### src/swk_pkg.sv
// Shared types, constants and the arctangent table for the swerve kinematics block.
// No dependencies; imported by the controller, the datapath and the top level.
`timescale 1ns / 1ps
`default_nettype none
package swk_pkg;

  localparam int ANGLE_BITS_DEF   = 16;
  localparam int CORDIC_STEPS_DEF = 16;
  localparam int TABLE_LEN        = 24;

  localparam int PADDR_W = 5;
  localparam int PDATA_W = 32;

  // register indexes
  localparam logic [2:0] REG_VEL_GAIN  = 3'd0;
  localparam logic [2:0] REG_DEADBAND  = 3'd1;
  localparam logic [2:0] REG_HALF_LEN  = 3'd2;
  localparam logic [2:0] REG_HALF_WID  = 3'd3;
  localparam logic [2:0] REG_TICKS     = 3'd4;
  localparam logic [2:0] REG_SPD_GAIN  = 3'd5;

  // wheel order
  localparam logic [1:0] WHEEL_FR = 2'd0;
  localparam logic [1:0] WHEEL_FL = 2'd1;
  localparam logic [1:0] WHEEL_BL = 2'd2;
  localparam logic [1:0] WHEEL_BR = 2'd3;

  localparam logic [17:0] PI_Q16       = 18'd205887;
  localparam logic [29:0] INV_GAIN_Q30 = 30'd652032874;

  localparam int VEC_W = 23;   // wheel vector components, Q.8
  localparam int XY_W  = 35;   // CORDIC x/y, Q.16 plus growth

  typedef struct packed {
    logic       ld_in;
    logic       mul1;
    logic       mul2;
    logic       sums;
    logic       init;
    logic       iter;
    logic       mag;
    logic       spd;
    logic       tick;
    logic       ld_out;
    logic [1:0] wheel;
  } swk_cmd_t;

  typedef logic [31:0] atan_tbl_t [TABLE_LEN];

  localparam atan_tbl_t ATAN_TURNS32 = '{
    32'h20000000, 32'h12E4051E, 32'h09FB385B, 32'h051111D4, 32'h028B0D43, 32'h0145D7E1,
    32'h00A2F61E, 32'h00517C55, 32'h0028BE53, 32'h00145F2F, 32'h000A2F98, 32'h000517CC,
    32'h00028BE6, 32'h000145F3, 32'h0000A2FA, 32'h0000517D, 32'h000028BE, 32'h0000145F,
    32'h00000A30, 32'h00000518, 32'h0000028C, 32'h00000146, 32'h000000A3, 32'h00000051
  };

  // table entry rounded to angle_bits of a turn
  function automatic logic [31:0] atan_angle(input logic [4:0] idx, input int angle_bits);
    logic [32:0] s;
    s = {1'b0, ATAN_TURNS32[idx]} + (33'd1 << (31 - angle_bits));
    return s[31:0] >> (32 - angle_bits);
  endfunction

endpackage
`default_nettype wire

### src/swk_ctrl.sv
// Controller for the swerve kinematics block: sequences input capture, the
// shared CORDIC over the four wheels and the result handoff. Uses swk_pkg.
`timescale 1ns / 1ps
`default_nettype none
module swk_ctrl #(
  parameter int CORDIC_STEPS = swk_pkg::CORDIC_STEPS_DEF,
  parameter int STEP_W       = $clog2(CORDIC_STEPS)
) (
  input  wire                   clk,
  input  wire                   rst_n,
  input  wire                   in_valid,
  output logic                  in_ready,
  output logic                  out_valid,
  input  wire                   out_ready,
  output swk_pkg::swk_cmd_t     cmd,
  output logic [STEP_W-1:0]     step_idx
);
  import swk_pkg::*;

  typedef enum logic [3:0] {
    ST_IDLE, ST_MUL1, ST_MUL2, ST_SUMS, ST_INIT, ST_ITER, ST_MAG, ST_SPD, ST_TICK, ST_DONE
  } state_t;

  localparam logic [STEP_W-1:0] LAST_STEP = STEP_W'(CORDIC_STEPS - 1);

  state_t            state_r, state_nxt;
  logic [STEP_W-1:0] step_r, step_nxt;
  logic [1:0]        wheel_r, wheel_nxt;
  logic              out_valid_r, out_valid_nxt;
  logic              out_free;

  assign out_free  = !out_valid_r || out_ready;
  assign in_ready  = (state_r == ST_IDLE);
  assign out_valid = out_valid_r;
  assign step_idx  = step_r;

  always_comb begin
    cmd           = '0;
    cmd.wheel     = wheel_r;
    state_nxt     = state_r;
    step_nxt      = step_r;
    wheel_nxt     = wheel_r;
    out_valid_nxt = out_valid_r && !out_ready;
    unique case (state_r)
      ST_IDLE: begin
        if (in_valid) begin
          cmd.ld_in = 1'b1;
          state_nxt = ST_MUL1;
        end
      end
      ST_MUL1: begin
        cmd.mul1  = 1'b1;
        state_nxt = ST_MUL2;
      end
      ST_MUL2: begin
        cmd.mul2  = 1'b1;
        state_nxt = ST_SUMS;
      end
      ST_SUMS: begin
        cmd.sums  = 1'b1;
        wheel_nxt = WHEEL_FR;
        state_nxt = ST_INIT;
      end
      ST_INIT: begin
        cmd.init  = 1'b1;
        step_nxt  = '0;
        state_nxt = ST_ITER;
      end
      ST_ITER: begin
        cmd.iter = 1'b1;
        if (step_r == LAST_STEP) begin
          state_nxt = ST_MAG;
        end else begin
          step_nxt = step_r + 1'b1;
        end
      end
      ST_MAG: begin
        cmd.mag   = 1'b1;
        state_nxt = ST_SPD;
      end
      ST_SPD: begin
        cmd.spd   = 1'b1;
        state_nxt = ST_TICK;
      end
      ST_TICK: begin
        cmd.tick = 1'b1;
        if (wheel_r == WHEEL_BR) begin
          state_nxt = ST_DONE;
        end else begin
          wheel_nxt = wheel_r + 1'b1;
          state_nxt = ST_INIT;
        end
      end
      ST_DONE: begin
        if (out_free) begin
          cmd.ld_out    = 1'b1;
          out_valid_nxt = 1'b1;
          state_nxt     = ST_IDLE;
        end
      end
      default: state_nxt = ST_IDLE;
    endcase
  end

  always_ff @(posedge clk) begin
    if (!rst_n) begin
      state_r     <= ST_IDLE;
      step_r      <= '0;
      wheel_r     <= WHEEL_FR;
      out_valid_r <= 1'b0;
    end else begin
      state_r     <= state_nxt;
      step_r      <= step_nxt;
      wheel_r     <= wheel_nxt;
      out_valid_r <= out_valid_nxt;
    end
  end

  a_no_overwrite: assert property (@(posedge clk) disable iff (!rst_n)
    cmd.ld_out |-> (!out_valid_r || out_ready))
    else $error("result register loaded while a transaction is pending");

  a_one_at_a_time: assert property (@(posedge clk) disable iff (!rst_n)
    (in_valid && in_ready) |=> !in_ready)
    else $error("input taken while busy");

  a_step_range: assert property (@(posedge clk) disable iff (!rst_n)
    (state_r == ST_ITER) |-> (step_r <= LAST_STEP))
    else $error("CORDIC step out of range");

  a_wheel_done: assert property (@(posedge clk) disable iff (!rst_n)
    cmd.ld_out |-> $past(cmd.tick && (wheel_r == WHEEL_BR)) || $past(state_r == ST_DONE))
    else $error("result loaded before all wheels finished");

endmodule
`default_nettype wire

### config.mk
export PLATFORM = sky130hd
export DESIGN_NAME = swk_ctrl
export DESIGN_NICKNAME = d
export VERILOG_FILES = /design/src/swk_pkg.sv /design/src/swk_ctrl.sv
export SDC_FILE = /design/constraint.sdc
export NUM_CORES = 1
export LEC_CHECK = 0
export BUFFER_PORTS_ARGS = -buffer_cell sky130_fd_sc_hd__clkbuf_2
export CAP_MARGIN = 20
export CORE_UTILIZATION = 47
export CTS_CLUSTER_SIZE = 8
export DETAILED_ROUTE_END_ITERATION = 16
export PLACE_DENSITY_LB_ADDON = 0.3
export SYNTH_ARGS = -nofsm -noshare
export SYNTH_HDL_FRONTEND = slang
export SYNTH_SLANG_ARGS = --single-unit
### constraint.sdc
create_clock -name clk -period 1.69 [get_ports clk]
set_input_delay 0.338 -clock clk [delete_from_list [all_inputs] [get_ports clk]]
set_output_delay 0.338 -clock clk [all_outputs]
set_load 0.05 [all_outputs]
Yosys cells after proc, flatten, opt, wreduce, memory -nomap -nowiden. Cells that the tools add are included.

ROM bits: 0. Logic and storage cells: 55. Memories kept: 0. Output and inout port bits: 18. RAM bits: 0. Bits in latches: 0. Register bits: 11.

Order comparisons: 0. Shift operators: 0. Muxes and demuxes: 23. Add/subtract/negate cells: 2. Bitwise logic cells: 0. Reductions and logical operators: 10. Multipliers: 0. Eq/ne operators: 16. Divide/modulo/power cells: 0.

Operator list (count): 4-bit one-hot mux with 10 select lines (1); 4-bit two-way mux (5); 4-bit by 3-bit == test with 1-bit output (second input constant) (4); 1-bit two-way mux (14); 4-bit == test (second input constant) (3); 2-bit != test (second input constant) (5); 4-bit by 2-bit == test with 1-bit output (second input constant) (2); 4-bit one-hot mux with 2 select lines (1); 4-bit by 1-bit adder with 4-bit output (second input constant) (1); 4-bit by 1-bit == test with 1-bit output (second input constant) (1); 4-bit logical NOT (1); 2-bit one-hot mux with 2 select lines (1); 2-bit AND reduction (2); 2-bit nonzero test (2); 3-bit AND reduction (1); 2-bit by 1-bit adder with 2-bit output (second input constant) (1); 2-bit == test (second input constant) (1); 1-bit logical NOT (2); 2-bit two-way mux (1); 1-bit logical AND (1); 1-bit logical OR (1).

Logic depth before layout (Yosys ltp). Gate-level depths: netlist (run 1).

Depth after elaboration: 4. Mapped depth: 4.

Worst setup path after synthesis (run 1). OpenSTA, ideal clock, no wires.

Path kind: register to output. Start: register state_r[0]. End: output cmd[11] (netlist bit). Data required time: 1.352 ns. Path buffers: 1. Cell stages (with the launch flop): 4. Arrival: 2.735 ns. Setup slack: -1.383 ns. Cell sequence: dfxtp_1 -> clkbuf_1 -> nor4_1 -> and2_1.

RTL lines: from (decl) (RTL line swk_ctrl.sv:26) `state_t state_r, state_nxt;`; from (signal assigned) (RTL line swk_ctrl.sv:112) `state_r <= state_nxt;`; to (decl) (RTL line swk_ctrl.sv:15) `output swk_pkg::swk_cmd_t cmd,`.

==> results.py, run 1 <==
metrics = {
    "power": {
        "net-switching-power_uw": 240.4,
        "p_sw_share_pct": 34.19,
        "ir_drop_uv": 462.3,
        "power_frac_comb_pct": 35.8,
        "sequentialPowerShare_pct": 39.1,
        "p_per_area_nw_per_um2": 647.5,
        "p_clk_share_pct": 25.1,
        "internal-power_uw": 462.8,
        "leakage_uw": 0.0004634,
        "totalPowerFinal_uw": 703.2,
    },
    "route": {
        "drc": 0,
        "wl_met3_um": 102,
        "routed.top_layer": "met4",
        "vias": 774,
        "detail-route-antenna-nets": 0,
        "wl_met1_um": 746,
        "wl_met2_um": 972,
        "wl_um": 1884,
        "routed_via_density": 5.908,
        "drt_iter0_markers": 23,
        "dr.pass1.iters": 4,
        "routedWlPerCell_um": 14.38,
    },
    "floorplan": {
        "coreArea_um2": 1301,
        "initial_core_util_pct": 51.06,
        "die_h_um": 39.60,
        "rows": 13,
        "die_area_um2": 1568,
        "io_pins": 22,
        "fp.dieW_um": 39.60,
    },
    "timing": {
        "worstMarginPinSlew_ps": 335.1,
        "worst_slack_ps": -39.85,
        "rsz0062_at_grt": "true",
        "setup_tns_ps": -61.22,
        "max_slew_margin_pct": 77.62,
        "whs_ps": 404.9,
        "post-route-period-util_pct": 102.4,
        "setup_violations": 2,
        "slew_violations": 0,
        "hold_viol": 0,
        "period_minus_slack_ps": 1730,
        "clock_skew_ps": 2.513,
        "fmax_ghz": 0.5781,
    },
    "final_layout": {
        "final_nets": 123,
        "drive_above_1_share_pct": 50.00,
        "fin_area_um2": 1086,
        "n_antenna_cell": 0,
        "synthToLayoutAreaGrowth_pct": 63.46,
    },
    "synth": {
        "synth_cells": 82,
        "synth_ff_type": "dfxtp_1",
        "syn_nets": 88,
        "async_flop_share_pct": 0,
        "yosys.area.top_type_share_pct": 33.15,
        "seq_area_frac_synth_pct": 33.15,
        "synth_area_um2": 664.4,
        "synth.largest_area_cell": "dfxtp_1",
        "synth_area_leaders": "dfxtp_1, nand2_1, ha_1",
        "ys_warn_count": 0,
        "syn_area_per_cell_um2": 8.102,
        "ys_ff_latch": 11,
        "synth_edf_count": 0,
        "synth_cell_type_count": 35,
    },
    "placed_design": {
        "dpl_cell_area_um2": 880.8,
        "gp_congestion": 0.7235,
        "pre_cts_slack_ps": 118.6,
        "dp_hpwl_um": 1161,
        "port_buffers": 21,
    },
    "grt": {
        "grt_max_degree": 12,
        "grt_pass1_wl_um": 2546,
        "grt_usage_pct": 24.94,
        "grt_pass1_vias": 604,
        "grt_overflow": 0,
        "antenna_found_initial": 0,
    },
    "outcome": {
        "violations": "negative setup slack",
        "status": "finished, violations left",
    },
    "critical_path": {
        "end_kind": "output pin",
        "crit_chain": "buf_6 -> nor4_4 -> and2_4 -> buf_8",
        "cp.buffers_inverters": 2,
        "cp_max_fo": 4,
        "worst_path_largest_cell_delay_ps": 360,
        "crit_family": "simple AND/OR/NAND/NOR gates",
        "cp_slowest_cell": "dfxtp_4",
        "arrival_ps": 1390,
        "crit_required_ps": 1350,
        "path_class": "reg2out",
        "critPathLaunchType": "flop",
    },
    "clock_tree": {
        "hold_buffers": 0,
        "clkTransAtPathRegs_ps": 70,
        "clkLatencyLatePin_ps": 270,
        "clockBufferDepth": 2,
        "htreeDepth": 1,
        "cts_made_buffers": 3,
        "cts_tree": "done",
        "cts-root-buf": "clkbuf_4",
        "clock_sinks": 11,
    },
    "worst_hold_path": {
        "hp-class": "in2reg",
    },
    "job": {
        "max_cap_viol_count": 0,
    },
}
-- area by class of cell --
class                           instances  area [µm²]
Clock buffer                            4       26.28
Fill cell                              78       215.2
Inverter                                4       15.01
Multi-Input combinational cell         62       495.5
Sequential cell                        11       227.7
Tap cell                               15       18.77
Timing Repair Buffer                   35       302.8
-- cell usage in the layout (no fill, tap or decap), drive strengths merged, types with 2 or more instances in the layout --
cell type | Yosys | routed
a21oi | 4 | 4
nand3b | 2 | 2
o22ai | 2 | 2
o21ai | 2 | 2
buf | 2 | 23
inv | 4 | 4
nor3 | 3 | 3
nor2b | 3 | 3
clkbuf | 3 | 16
ha | 2 | 2
dfxtp | 11 | 11
a211oi | 2 | 2
nand2b | 3 | 3
mux2i | 2 | 2
or3 | 2 | 2
nand2 | 8 | 8
nand3 | 5 | 5
nor2 | 6 | 6
-- worst register-to-register path, stage by stage, from the launching register on --
cell	delay [ps]
dfxtp_2	340
buf_12	130
buf_4	170
or4b_1	520
a21oi_2	210
mux2i_1	230
-- flip-flops by register name, indices dropped and copies added (netlist names) --
signal     cells
wheel_r        2
state_r        4
out_valid      1
step_idx       4
-- power groups by stage --
stage	Clock [µW]	Sequential (µW)	Combinational, µW
4_1_cts	185	276	211
3_3_place_gp	0	280	186
3_5_place_dp	0	280	189
5_1_grt	192	276	265
2_1_floorplan	0	281	140
6_report	176	275	252
-- per-layer routing --
metal / vias to the layer above / GRT usage (%)
li1: 366 / -
met1: 361 / 30.07
met2: 38 / 42.21
met3: 9 / 3.409
met4: 0 / 12.93
met5: - / 0
-- synth_stat cells, drive strengths merged, types with 2 or more instances --
library cell	instances
dfxtp	11
nand2	8
nor2	6
nand3	5
a21oi	4
inv	4
clkbuf	3
nand2b	3
nor2b	3
nor3	3
a211oi	2
buf	2
ha	2
mux2i	2
nand3b	2
o21ai	2
o22ai	2
or3	2
-- per-stage QoR --
stage | std cells | utilization [%]
2_1_floorplan | 82 | -
3_3_place_gp | 120 | 67.69
3_5_place_dp | 120 | 67.69
4_1_cts | 127 | 77.69
5_1_grt | 131 | 83.46
6_report | 131 | 83.46
-- worst paths after layout --
kind / from / end / slack, ps / cells past startpoint
min reg2reg: wheel_r[0]$_SDFFE_PN0P_ / wheel_r[0]$_SDFFE_PN0P_ / 510 / 2
max: state_r[0]$_SDFFE_PN0P_ / cmd[11] / -40 / 4
min: rst_n / step_idx[3]$_SDFFE_PN0P_ / 400 / 2
max reg2reg: state_r[1]$_SDFFE_PN0P_ / wheel_r[1]$_SDFFE_PN0P_ / 20 / 5
-- cells by family after synthesis --
kind of cell / synth area share (%)
muxes: 3.013
and+or+nand+nor: 35.78
AOI/OAI and AO/OA: 18.83
DFF: 33.14
buffers and inverters: 5.461
adders and majority gates: 3.766
-- timing repair --
| action | 4_1_cts | 5_1_grt |
|---|---|---|
| setup endpoints to repair | 11 | 13 |
| resized for setup | 22 | 23 |
| hold endpoints to repair | 0 | 0 |
| setup buffers | 3 | 4 |
| pin swaps | 3 | 5 |
| gates cloned | 0 | 0 |
No activity file was read; power rests on OpenSTA's default activity.
==> run 2, diff against run 1 <==
CORE_UTILIZATION = 51   (was 47)
TNS_END_PERCENT = 30   (was unset)
clock period = 2.1 ns   (was 1.69 ns; I/O delays follow)
==> results.py, run 2 (same netlist as run 1, synthesis figures left out) <==
metrics = {
    "critical_path": {
        "cp_slowest_cell": "or3b_2",
        "critPathLaunchType": "flop",
        "end_kind": "output pin",
        "crit_family": "simple AND/OR/NAND/NOR gates",
        "reg2reg_setup_slack_ps": 560,
        "worst_path_largest_cell_delay_ps": 520,
        "cp_max_fo": 9,
        "crit_chain": "or3b_2 -> nor2_1 -> buf_2",
        "crit_required_ps": 1680,
        "r2r_cells": 4,
        "cp.buffers_inverters": 1,
        "path_class": "reg2out",
        "r2r-start": "wheel_r[0]$_SDFFE_PN0P_",
        "arrival_ps": 1580,
        "rr_endpoint": "wheel_r[0]$_SDFFE_PN0P_",
    },
    "floorplan": {
        "rows": 12,
        "io_pins": 22,
        "fp.dieW_um": 38.10,
        "coreArea_um2": 1156,
        "die_h_um": 38.10,
        "initial_core_util_pct": 57.47,
        "die_area_um2": 1451,
    },
    "timing": {
        "clock_skew_ps": 5.085,
        "worstMarginPinSlew_ps": 334.8,
        "period_minus_slack_ps": 1999,
        "slew_violations": 0,
        "max_slew_margin_pct": 77.65,
        "post-route-period-util_pct": 95.20,
        "setup_violations": 0,
        "rsz0062_at_grt": "false",
        "hold_viol": 0,
        "fmax_ghz": 0.5002,
        "whs_ps": 459.3,
    },
    "route": {
        "wl_um": 1541,
        "routed_via_density": 5.678,
        "routedWlPerCell_um": 12.74,
        "drt_iter0_markers": 15,
        "vias": 687,
        "drc": 0,
        "dr.pass1.iters": 4,
        "detail-route-antenna-nets": 0,
    },
    "outcome": {
        "status": "finished clean",
    },
    "job": {
        "max_cap_viol_count": 0,
    },
    "placed_design": {
        "port_buffers": 21,
        "dp_hpwl_um": 1105,
        "dp.cells": 117,
        "gp_congestion": 0.7887,
        "dpl_cell_area_um2": 823.3,
    },
    "worst_hold_path": {
        "holdCritStartpoint": "out_ready",
        "worstHoldPathCells": 4,
        "hold_end": "out_valid$_SDFF_PN0_",
        "hp-class": "in2reg",
    },
    "clock_tree": {
        "clockBufferDepth": 2,
        "clkTransAtPathRegs_ps": 80,
        "clock_sinks": 11,
        "post_cts_buffers": 0,
        "cts-root-buf": "clkbuf_4",
        "htreeDepth": 1,
        "cts_made_buffers": 3,
        "cts_tree": "done",
        "clkLatencyLatePin_ps": 270,
    },
    "grt": {
        "antenna_found_initial": 0,
        "grt_usage_pct": 23.96,
        "grt_pass1_vias": 537,
        "grt_max_degree": 12,
        "grt_pass1_wl_um": 2346,
        "grt_overflow": 0,
    },
    "final_layout": {
        "post-route-util_pct": 73.59,
        "layout_commonest_cell": "clkbuf_2",
        "n_antenna_cell": 0,
        "final_nets": 114,
        "drive_above_1_share_pct": 34.58,
        "synthToLayoutAreaGrowth_pct": 28.06,
        "final_cell_mix": "clkbuf_2, dfxtp_1, nand2_1, nor2_1",
        "stdcell_count": 121,
        "fin_area_um2": 850.8,
    },
    "power": {
        "p_per_area_nw_per_um2": 593.7,
        "leakage_uw": 0.0003854,
        "ir_drop_uv": 444.0,
    },
}
==> run 2: worst min-delay path, cell delays in order <==
cell,delay [ps]
clkbuf_2,70
nor2b_1,50
nor2_1,100
nor2_1,40
==> run 2: per-layer routing <==
layer / vias to the layer above / global-route usage, % / share of wire [%]
met5: - / 0 / 0
met4: 0 / 11.61 / 0.91
met3: 2 / 8.721 / 5.5
met2: 27 / 36.02 / 47
met1: 315 / 29.86 / 46
li1: 343 / - / -
==> run 2: stage by stage <==
stage / setup slack [ps] / power (µW) / setup TNS, ps
after floorplan: -94.22 / 331.7 / -159.1
after global routing: 19.37 / 531.5 / 0
after global placement: 391.2 / 358.2 / 0
after detailed placement: 343.3 / 360.5 / 0
after CTS: 57.63 / 502.8 / 0
final: 100.8 / 505.1 / 0
==> run 2: timing repair <==
action | CTS | global route
hold buffers | 0 | 0
gates resized for setup | 0 | 2
endpoints found under the setup margin | 0 | 4
==> run 2: power by group <==
part / leakage (µW) / switching, µW / total (µW) / internal, µW
Clock: 0.0000150 / 75.3 / 149 / 73.6
Sequential: 0.0000894 / 12.3 / 227 / 214
Combinational: 0.000281 / 87.2 / 130 / 42.3
==> run 2: area by class of cell <==
class | count | area [µm²]
timing repair buffer | 26 | 142.6
tap | 14 | 17.52
multi-input combinational | 62 | 427.9
clock buffer | 4 | 26.28
sequential | 11 | 221.5
inverter | 4 | 15.01
fill | 90 | 305.3
==> run 2: how the worst max path moves through the flow <==
stage,start,slack [ps],cells past startpoint,endpoint
4_1_cts,state_r[1]$_SDFFE_PN0P_,60,5,cmd[4]
2_1_floorplan,state_r[0]$_SDFFE_PN0P_,-90,3,cmd[11]
3_3_place_gp,state_r[1]$_SDFFE_PN0P_,390,3,cmd[6]
5_1_grt,state_r[3]$_SDFFE_PN0P_,20,3,cmd[6]
6_report,state_r[3]$_SDFFE_PN0P_,100,3,cmd[6]
3_5_place_dp,state_r[1]$_SDFFE_PN0P_,340,5,cmd[4]
